## src/hdl/kmcpig_pkg.sv

```systemverilog
// Shared types and constants for the point-island growth step core.
// Used by kmcpig_ctrl, kmcpig_dpath and the top level; no dependencies.
package kmcpig_pkg;

   localparam int SIDE_DEF   = 256;
   localparam int CHOICE_W   = 14;
   localparam int COORD_W    = 8;
   localparam int PICK_W     = 31;
   localparam int DIR_W      = 2;
   localparam int DEPW_W     = 20;
   localparam int DIFW_W     = 24;
   localparam int MONO_OUT_W = 17;
   localparam int CNT_W      = 16;
   localparam int HEIGHT_W   = 8;
   localparam int REQ_W      = 64;
   localparam int RSP_W      = 72;
   localparam int CSR_IDX_W  = 1;
   localparam int CSR_W      = 24;
   localparam int DEPX_W     = DEPW_W + CHOICE_W;

   localparam logic [CSR_IDX_W-1:0] CSR_DEP_WEIGHT = 1'b0;
   localparam logic [CSR_IDX_W-1:0] CSR_DIF_WEIGHT = 1'b1;

   localparam logic [DEPW_W-1:0]   DEP_WEIGHT_RST = 20'd90000;
   localparam logic [DIFW_W-1:0]   DIF_WEIGHT_RST = 24'd10000000;
   localparam logic [CHOICE_W-1:0] CHOICE_SCALE   = 14'd10000;
   localparam logic [HEIGHT_W-1:0] HEIGHT_MAX     = 8'hFF;
   localparam logic [CNT_W-1:0]    CNT_MAX        = 16'hFFFF;

   typedef enum logic [DIR_W-1:0] {
      DIR_ROW_UP = 2'd0,
      DIR_COL_DN = 2'd1,
      DIR_ROW_DN = 2'd2,
      DIR_COL_UP = 2'd3
   } dir_type;

   typedef enum logic [4:0] {
      ST_CLEAR, ST_IDLE, ST_MUL1, ST_MUL2, ST_MUL3, ST_CMP, ST_DECIDE, ST_REDUCE,
      ST_DEP_RD, ST_DEP_UPD, ST_DIF_WAIT, ST_DIF_RD_SRC, ST_DIF_DST, ST_DIF_RD_DST,
      ST_DIF_UPD_DST, ST_DIF_UPD_SRC, ST_RM_RD, ST_RM_WR, ST_OUT
   } ctrl_state_type;

   typedef enum logic [4:0] {
      OP_NONE, OP_CLEAR, OP_LOAD, OP_MUL1, OP_MUL2, OP_MUL3, OP_CMP, OP_REDUCE,
      OP_DEP_RD, OP_DEP_UPD, OP_DIF_RD_SRC, OP_DIF_DST, OP_DIF_RD_DST,
      OP_DIF_UPD_DST, OP_DIF_UPD_SRC, OP_RM_RD, OP_RM_WR, OP_OUT
   } dp_op_type;

   typedef struct packed {
      dp_op_type op;
      logic      rm_src;
   } dp_cmd_type;

   typedef struct packed {
      logic clr_done;
      logic red_done;
      logic is_dep;
      logic div_done;
      logic mono_zero;
      logic h_mono;
      logic dst_mono;
      logic out_busy;
   } dp_status_type;

endpackage

```

## src/hdl/kmcpig_ctrl.sv

```systemverilog
// Step sequencer: clearing pass, rate compare, deposit/hop and list update order.
// Depends on kmcpig_pkg; drives kmcpig_dpath through dp_cmd_type.
module kmcpig_ctrl (
   input  logic                     clock,
   input  logic                     reset,
   input  logic                     req_tvalid,
   output logic                     req_tready,
   input  kmcpig_pkg::dp_status_type st,
   output kmcpig_pkg::dp_cmd_type    cmd
);
   import kmcpig_pkg::*;

   ctrl_state_type state_ff, state_in;
   logic           rm_src_ff, rm_src_in;

   always_ff @(posedge clock) begin
      if (reset) begin
         state_ff  <= ST_CLEAR;
         rm_src_ff <= 1'b0;
      end else begin
         state_ff  <= state_in;
         rm_src_ff <= rm_src_in;
      end
   end

   always_comb begin
      state_in   = state_ff;
      rm_src_in  = rm_src_ff;
      req_tready = 1'b0;
      cmd.op     = OP_NONE;
      cmd.rm_src = rm_src_ff;
      unique case (state_ff)
         ST_CLEAR: begin
            if (st.clr_done) state_in = ST_IDLE;
            else cmd.op = OP_CLEAR;
         end
         ST_IDLE: begin
            req_tready = 1'b1;
            if (req_tvalid) begin
               cmd.op   = OP_LOAD;
               state_in = ST_MUL1;
            end
         end
         ST_MUL1: begin cmd.op = OP_MUL1; state_in = ST_MUL2; end
         ST_MUL2: begin cmd.op = OP_MUL2; state_in = ST_MUL3; end
         ST_MUL3: begin cmd.op = OP_MUL3; state_in = ST_CMP; end
         ST_CMP:  begin cmd.op = OP_CMP;  state_in = ST_DECIDE; end
         ST_DECIDE: begin
            priority if (st.is_dep) state_in = ST_REDUCE;
            else if (st.mono_zero)  state_in = ST_OUT;
            else                    state_in = ST_DIF_WAIT;
         end
         ST_REDUCE: begin
            cmd.op = OP_REDUCE;
            if (st.red_done) state_in = ST_DEP_RD;
         end
         ST_DEP_RD: begin cmd.op = OP_DEP_RD; state_in = ST_DEP_UPD; end
         ST_DEP_UPD: begin
            cmd.op = OP_DEP_UPD;
            if (st.h_mono) begin
               rm_src_in = 1'b0;
               state_in  = ST_RM_RD;
            end else begin
               state_in  = ST_OUT;
            end
         end
         ST_DIF_WAIT: begin
            if (st.div_done) state_in = ST_DIF_RD_SRC;
         end
         ST_DIF_RD_SRC:  begin cmd.op = OP_DIF_RD_SRC;  state_in = ST_DIF_DST; end
         ST_DIF_DST:     begin cmd.op = OP_DIF_DST;     state_in = ST_DIF_RD_DST; end
         ST_DIF_RD_DST:  begin cmd.op = OP_DIF_RD_DST;  state_in = ST_DIF_UPD_DST; end
         ST_DIF_UPD_DST: begin cmd.op = OP_DIF_UPD_DST; state_in = ST_DIF_UPD_SRC; end
         ST_DIF_UPD_SRC: begin
            cmd.op    = OP_DIF_UPD_SRC;
            rm_src_in = !st.dst_mono;
            state_in  = ST_RM_RD;
         end
         ST_RM_RD: begin cmd.op = OP_RM_RD; state_in = ST_RM_WR; end
         ST_RM_WR: begin
            cmd.op = OP_RM_WR;
            if (!rm_src_ff && !st.is_dep) begin
               rm_src_in = 1'b1;
               state_in  = ST_RM_RD;
            end else begin
               state_in  = ST_OUT;
            end
         end
         ST_OUT: begin
            if (!st.out_busy) begin
               cmd.op   = OP_OUT;
               state_in = ST_IDLE;
            end
         end
         default: state_in = ST_IDLE;
      endcase
   end

endmodule

```

## config.mk

```make
export PLATFORM = sky130hd
export DESIGN_NAME = kmcpig_ctrl
export DESIGN_NICKNAME = d
export VERILOG_FILES = /design/src/hdl/kmcpig_pkg.sv /design/src/hdl/kmcpig_ctrl.sv
export SDC_FILE = /design/constraint.sdc
export NUM_CORES = 1
export LEC_CHECK = 0
export BUFFER_PORTS_ARGS = -buffer_cell sky130_fd_sc_hd__buf_2
export CAP_MARGIN = 10
export CORE_UTILIZATION = 45
export CTS_BUF_LIST = sky130_fd_sc_hd__clkbuf_16
export DETAILED_ROUTE_END_ITERATION = 10
export PLACE_DENSITY = 0.73
export RECOVER_POWER = 50
export REMOVE_ABC_BUFFERS = 1
export SKIP_LAST_GASP = 1
export SYNTH_ARGS = -nofsm -noshare
export SYNTH_HDL_FRONTEND = slang
export SYNTH_SLANG_ARGS = --single-unit
```

## constraint.sdc

```tcl
create_clock -name clock -period 1.3 [get_ports clock]
set_input_delay 0.065 -clock clock [delete_from_list [all_inputs] [get_ports clock]]
set_output_delay 0.065 -clock clock [all_outputs]
set_load 0.05 [all_outputs]
```

==> results of run 1 <==
[logic make-up after synthesis]
kind of cell / Yosys count
compound gates: 39
simple gates: 41
flops: 6
buf+inv: 12
[timing repair]
action | 4_1_cts
resized for setup | 44
setup buffers | 5
pin swaps | 17
setup endpoints to repair | 12
[synth_stat cells, drive strengths merged (2+ instances only)]
cell	n
a211oi	2
a21oi	12
a22oi	3
and3b	2
buf	7
dfxtp	6
inv	4
nand2	8
nand2b	2
nand3	2
nor2	14
nor3	7
nor3b	2
o211ai	2
o21ai	7
o221ai	2
o31ai	2
[per-stage QoR]
stage | utilization, % | setup WS (ns) | TNS, ns | instances
4_1_cts | 89.21 | -0.1871 | -1.652 | 161
3_5_place_dp | 71.58 | -0.2777 | -2.260 | 153
3_3_place_gp | 71.58 | -0.2123 | -1.730 | 153
2_1_floorplan | - | -0.8260 | -4.415 | 90
==> results.py, run 1 <==
metrics = {
    "synthesis": {
        "synth_compound_area_share_pct": 41.43,
        "ys_seq_area_share_pct": 18.08,
        "synth_edf_count": 0,
        "synth_top_area_share_pct": 18.08,
        "synthArstFlopShare_pct": 0,
        "netlist_instances": 98,
        "synthMuxAreaShare_pct": 0,
        "syn_area_sq_um": 664.4,
        "synth_top_cell_by_area": "dfxtp_1",
        "ys.warnings.count": 0,
        "synth_top_flop_cell": "dfxtp_1",
        "avgSynthCellArea_sq_um": 6.779,
        "yosys.area_share.simple_pct": 31.26,
        "ys_top_cells_by_area": "dfxtp_1 (18%), a21oi_1 (9.0%), nor2_1 (7.9%), nor3_1 (5.3%), o21ai_0 (4.5%)",
        "synth_top_family_by_area": "compound AO/OA/AOI/OAI gates",
        "synth.distinct_cells": 35,
        "synth_xor_xnor_area_share_pct": 0,
        "synth-seq-cells": 6,
        "synthAdderAreaFrac_pct": 0,
    },
    "place": {
        "port_buffers": 17,
        "hpwlAfterDp_mm": 1.746,
        "gp_congestion": 0.8859,
        "place_area_sq_um": 954.7,
    },
    "run_status": {
        "error": "[ERROR DPL-0038] Utilization greater than 100%, impossible to legalize",
        "status": "stopped before the end",
        "lastStage": "global routing (5_1_grt)",
    },
    "clock_network": {
        "cts_max_path_buffers": 2,
        "cts-root-buf": "clkbuf_16",
        "cts_inserted_buffers": 3,
        "clock-sinks": 6,
        "cts_htree_levels": 1,
        "cts_hold_buf": 0,
    },
    "floorplan": {
        "die_h_microns": 40.43,
        "die_w_microns": 40.43,
        "start_util_pct": 49.81,
        "fp-row-count": 13,
        "pin_count": 18,
    },
    "sta": {
        "worst_endpoint_kind": "output port",
        "crit_endpoint": "cmd[1]",
    },
    "global_route": {
        "grt_max_degree": 10,
    },
}
==> run 2, diff against run 1 <==
--- a/config.mk
+++ b/config.mk
@@ -7,10 +7,10 @@
 export LEC_CHECK = 0
 export BUFFER_PORTS_ARGS = -buffer_cell sky130_fd_sc_hd__buf_2
 export CAP_MARGIN = 10
-export CORE_UTILIZATION = 45
-export CTS_BUF_LIST = sky130_fd_sc_hd__clkbuf_16
+export CORE_AREA = 2 2 63 65
 export DETAILED_ROUTE_END_ITERATION = 10
-export PLACE_DENSITY = 0.73
+export DIE_AREA = 0 0 65 67
+export PLACE_DENSITY_LB_ADDON = 0.15
 export RECOVER_POWER = 50
 export REMOVE_ABC_BUFFERS = 1
 export SKIP_LAST_GASP = 1
==> constraint.sdc (replaced) <==
create_clock -name clock -period 1.7 [get_ports clock]
set_input_delay 0.085 -clock clock [delete_from_list [all_inputs] [get_ports clock]]
set_output_delay 0.085 -clock clock [all_outputs]
set_load 0.05 [all_outputs]
==> run 2 against run 1 <==
Against the previous run: the flow now finishes without violations; synthesized cell count is the same; synthesized area is the same.
==> results.py, run 2 <==
metrics = {
    "setup_path": {
        "cp.arrival_ns": 1.53,
        "crit_type": "register to output port",
        "max_stage_delay_ns": 0.37,
        "crit_path_end_kind": "output port",
        "crit_slowest_cell": "dfxtp_2",
        "startpoint": "state_ff[2]",
        "crit_path_max_fanout": 9,
        "worstPathCellList": "nor2_1 > nand2_1 > o21ai_0 > a21oi_1 > a22oi_1 > buf_2",
        "r2r-start": "state_ff[0]",
        "cp.required_ns": 1.62,
        "startpoint_type": "register",
    },
    "drt": {
        "drt-total-wl_mm": 2.312,
        "final_antenna_net_count": 0,
        "initialDrtViolationCount": 82,
        "dr.pass1.iters": 4,
        "viasPerCell": 4.883,
        "vias": 835,
        "wire_per_inst_microns": 13.52,
        "drc": 0,
    },
    "global_route": {
        "grt_usage_pct": 11.94,
        "grt_max_degree": 12,
        "overflow": 0,
        "grt_pass1_vias": 816,
        "antenna_found_initial": 0,
        "grt_pass1_wl_mm": 3.981,
    },
    "final_layout": {
        "regMostFlops": "state_ff",
        "diodes": 0,
        "final_util_pct": 25.47,
        "fill_cells": 416,
        "multi_input_area_sq_um": 493.0,
        "drive_gt1_share_pct": 35.77,
        "finalNetCount": 136,
        "final_cell_mix": "buf_2 (15), nor2_1 (14), buf_4 (14)",
        "top_regs": "state_ff: 5 flops, rm_src_ff: 1 flops",
        "ff_latch_area_sq_um": 125.1,
        "final_common_cell": "buf_2",
        "largest_reg_flops": 5,
        "syn2layout_area_growth_pct": 38.23,
    },
    "power_and_ir_drop": {
        "p_leak_nw": 0.3761,
        "switching_share_pct": 51.31,
        "power_switching_uw": 781.0,
        "clockPowerShare_pct": 14.4,
        "cellPowerDensity_mw_per_mm2": 1657,
        "p_comb_share_pct": 68.7,
        "ir_worst_vdd_mv": 0.3482,
        "p_int_uw": 741.1,
        "seq_power_share_pct": 16.9,
    },
    "clock_network": {
        "clk_pin_slew_ns": 0.04,
        "cts_hold_buf": 0,
        "cts_max_path_buffers": 2,
        "cts_tree": "yes",
        "clock-sinks": 6,
        "cts_inserted_buffers": 3,
        "cts-root-buf": "clkbuf_8",
        "clk_latency_ns": 0.23,
        "cts_htree_levels": 1,
    },
    "sta": {
        "rsz0062_at_grt": "yes",
        "setup_viol": 0,
        "max_freq_ghz": 0.6183,
        "worst_pin_slew_ns": 0.5882,
        "finalCritPeriodShare_pct": 95.13,
        "skew_ns": 0.0002874,
        "final.min_clock_period_ns": 1.617,
        "whs_ns": 0.1123,
        "maxSlewHeadroom_pct": 60.95,
        "hold_violations": 0,
        "slew_violations": 0,
    },
    "place": {
        "gp_congestion": 0.7632,
        "hpwlAfterDp_mm": 1.809,
        "port_buffers": 17,
    },
    "floorplan": {
        "core-area_sq_mm": 0.003606,
        "pin_count": 18,
        "fp-row-count": 22,
        "start_util_pct": 18.42,
        "die_w_microns": 65,
        "die_h_microns": 67,
        "die-area_sq_mm": 0.004355,
    },
    "synthesis": {
        "synthArstFlopShare_pct": 0,
        "ys_top_cells_by_area": "dfxtp_1 (18%), a21oi_1 (9.0%), nor2_1 (7.9%), nor3_1 (5.3%), o21ai_0 (4.5%)",
        "avgSynthCellArea_sq_um": 6.779,
        "synth-seq-cells": 6,
        "ys_seq_area_share_pct": 18.08,
        "synth.distinct_cells": 35,
        "synth_most_common_cell": "nor2_1",
        "ys.warnings.count": 0,
        "synthTopCellsByCount": "nor2_1 (14), a21oi_1 (12), nand2_1 (8), nor3_1 (7)",
        "syn_area_sq_um": 664.4,
        "synth_top_area_share_pct": 18.08,
        "synth_top_flop_cell": "dfxtp_1",
        "synth_top_cell_by_area": "dfxtp_1",
        "synth_edf_count": 0,
        "netlist_instances": 98,
    },
    "run": {
        "cap_violations": 0,
    },
    "run_status": {
        "status": "completed",
    },
    "hold_path": {
        "hold_start": "reset",
        "hold_path.class": "input port to register",
    },
}
run 2: cell counts after synthesis:
Identical to the previous run, type by type.
run 2: cell families (layout without fill, tap and decap cells):
| family | count (synthesis) | count (layout) | share of synthesized area (%) |
|---|---|---|---|
| flip-flops | 6 | 6 | 18.08 |
| AND/OR/NAND/NOR | 41 | 41 | 31.26 |
| AO/OA/AOI/OAI | 39 | 39 | 41.43 |
| buffers and inverters | 12 | 37 | 9.227 |
run 2: repair_timing:
action	4_1_cts	5_1_grt
setup buffers	0	0
gates resized for setup	3	6
hold endpoints to repair	0	0
setup endpoints to repair	2	7
run 2: area by class of cell:
type,instances,share of cell area (%)
inverters,4,1.635
well taps,48,6.540
repair buffers,30,20.03
multi-input cells,80,53.68
flip-flops and latches,6,13.62
clock buffers,3,4.496
run 2: layer usage:
metal / track usage [%] / routed length, microns / vias up
li1: - / - / 414
met2: 19.85 / 1078 / 30
met4: 3.723 / 16 / 0
met1: 15.27 / 1062 / 389
met3: 2.703 / 155 / 2
met5: 0 / 0 / -
run 2: final timing paths:
path / slack [ns] / cells after the start / endpoint
worst max-delay path: 0.08 / 6 / cmd[1]
worst min register to register: 0.49 / 2 / rm_src_ff
worst min-delay path: 0.11 / 2 / state_ff[4]
worst max register to register: 0.18 / 4 / state_ff[4]
run 2: worst max-delay path, delay by kind of cell, from the launching register on:
kind                   cells  cell delay [ns]
and+or+nand+nor            2             0.29
DFF                        1             0.37
AOI/OAI and AO/OA          3             0.35
buffers and inverters      1             0.28
run 2: power groups by stage:
stage	Clock [mW]	Sequential [mW]	Combinational, mW
final	0.220	0.257	1.05
after floorplan	0	0.262	0.648
after detailed placement	0	0.244	1.03
after global placement	0	0.246	1.04
after global routing	0.231	0.264	1.13
after CTS	0.225	0.249	1.03
run 2: through the flow:
step	worst slack (ns)	setup TNS (ns)	cells	instance area [sq um]	power, mW
2_1_floorplan	-0.4460	-1.216	90	618.1	0.9102
5_1_grt	-0.03553	-0.04107	171	918.4	1.627
6_report	0.08275	0	171	918.4	1.522
3_3_place_gp	0.05355	0	168	860.8	1.286
4_1_cts	-0.01175	-0.02328	171	909.6	1.507
3_5_place_dp	0.09560	0	168	860.8	1.269
(Power assumes the default switching activity.)
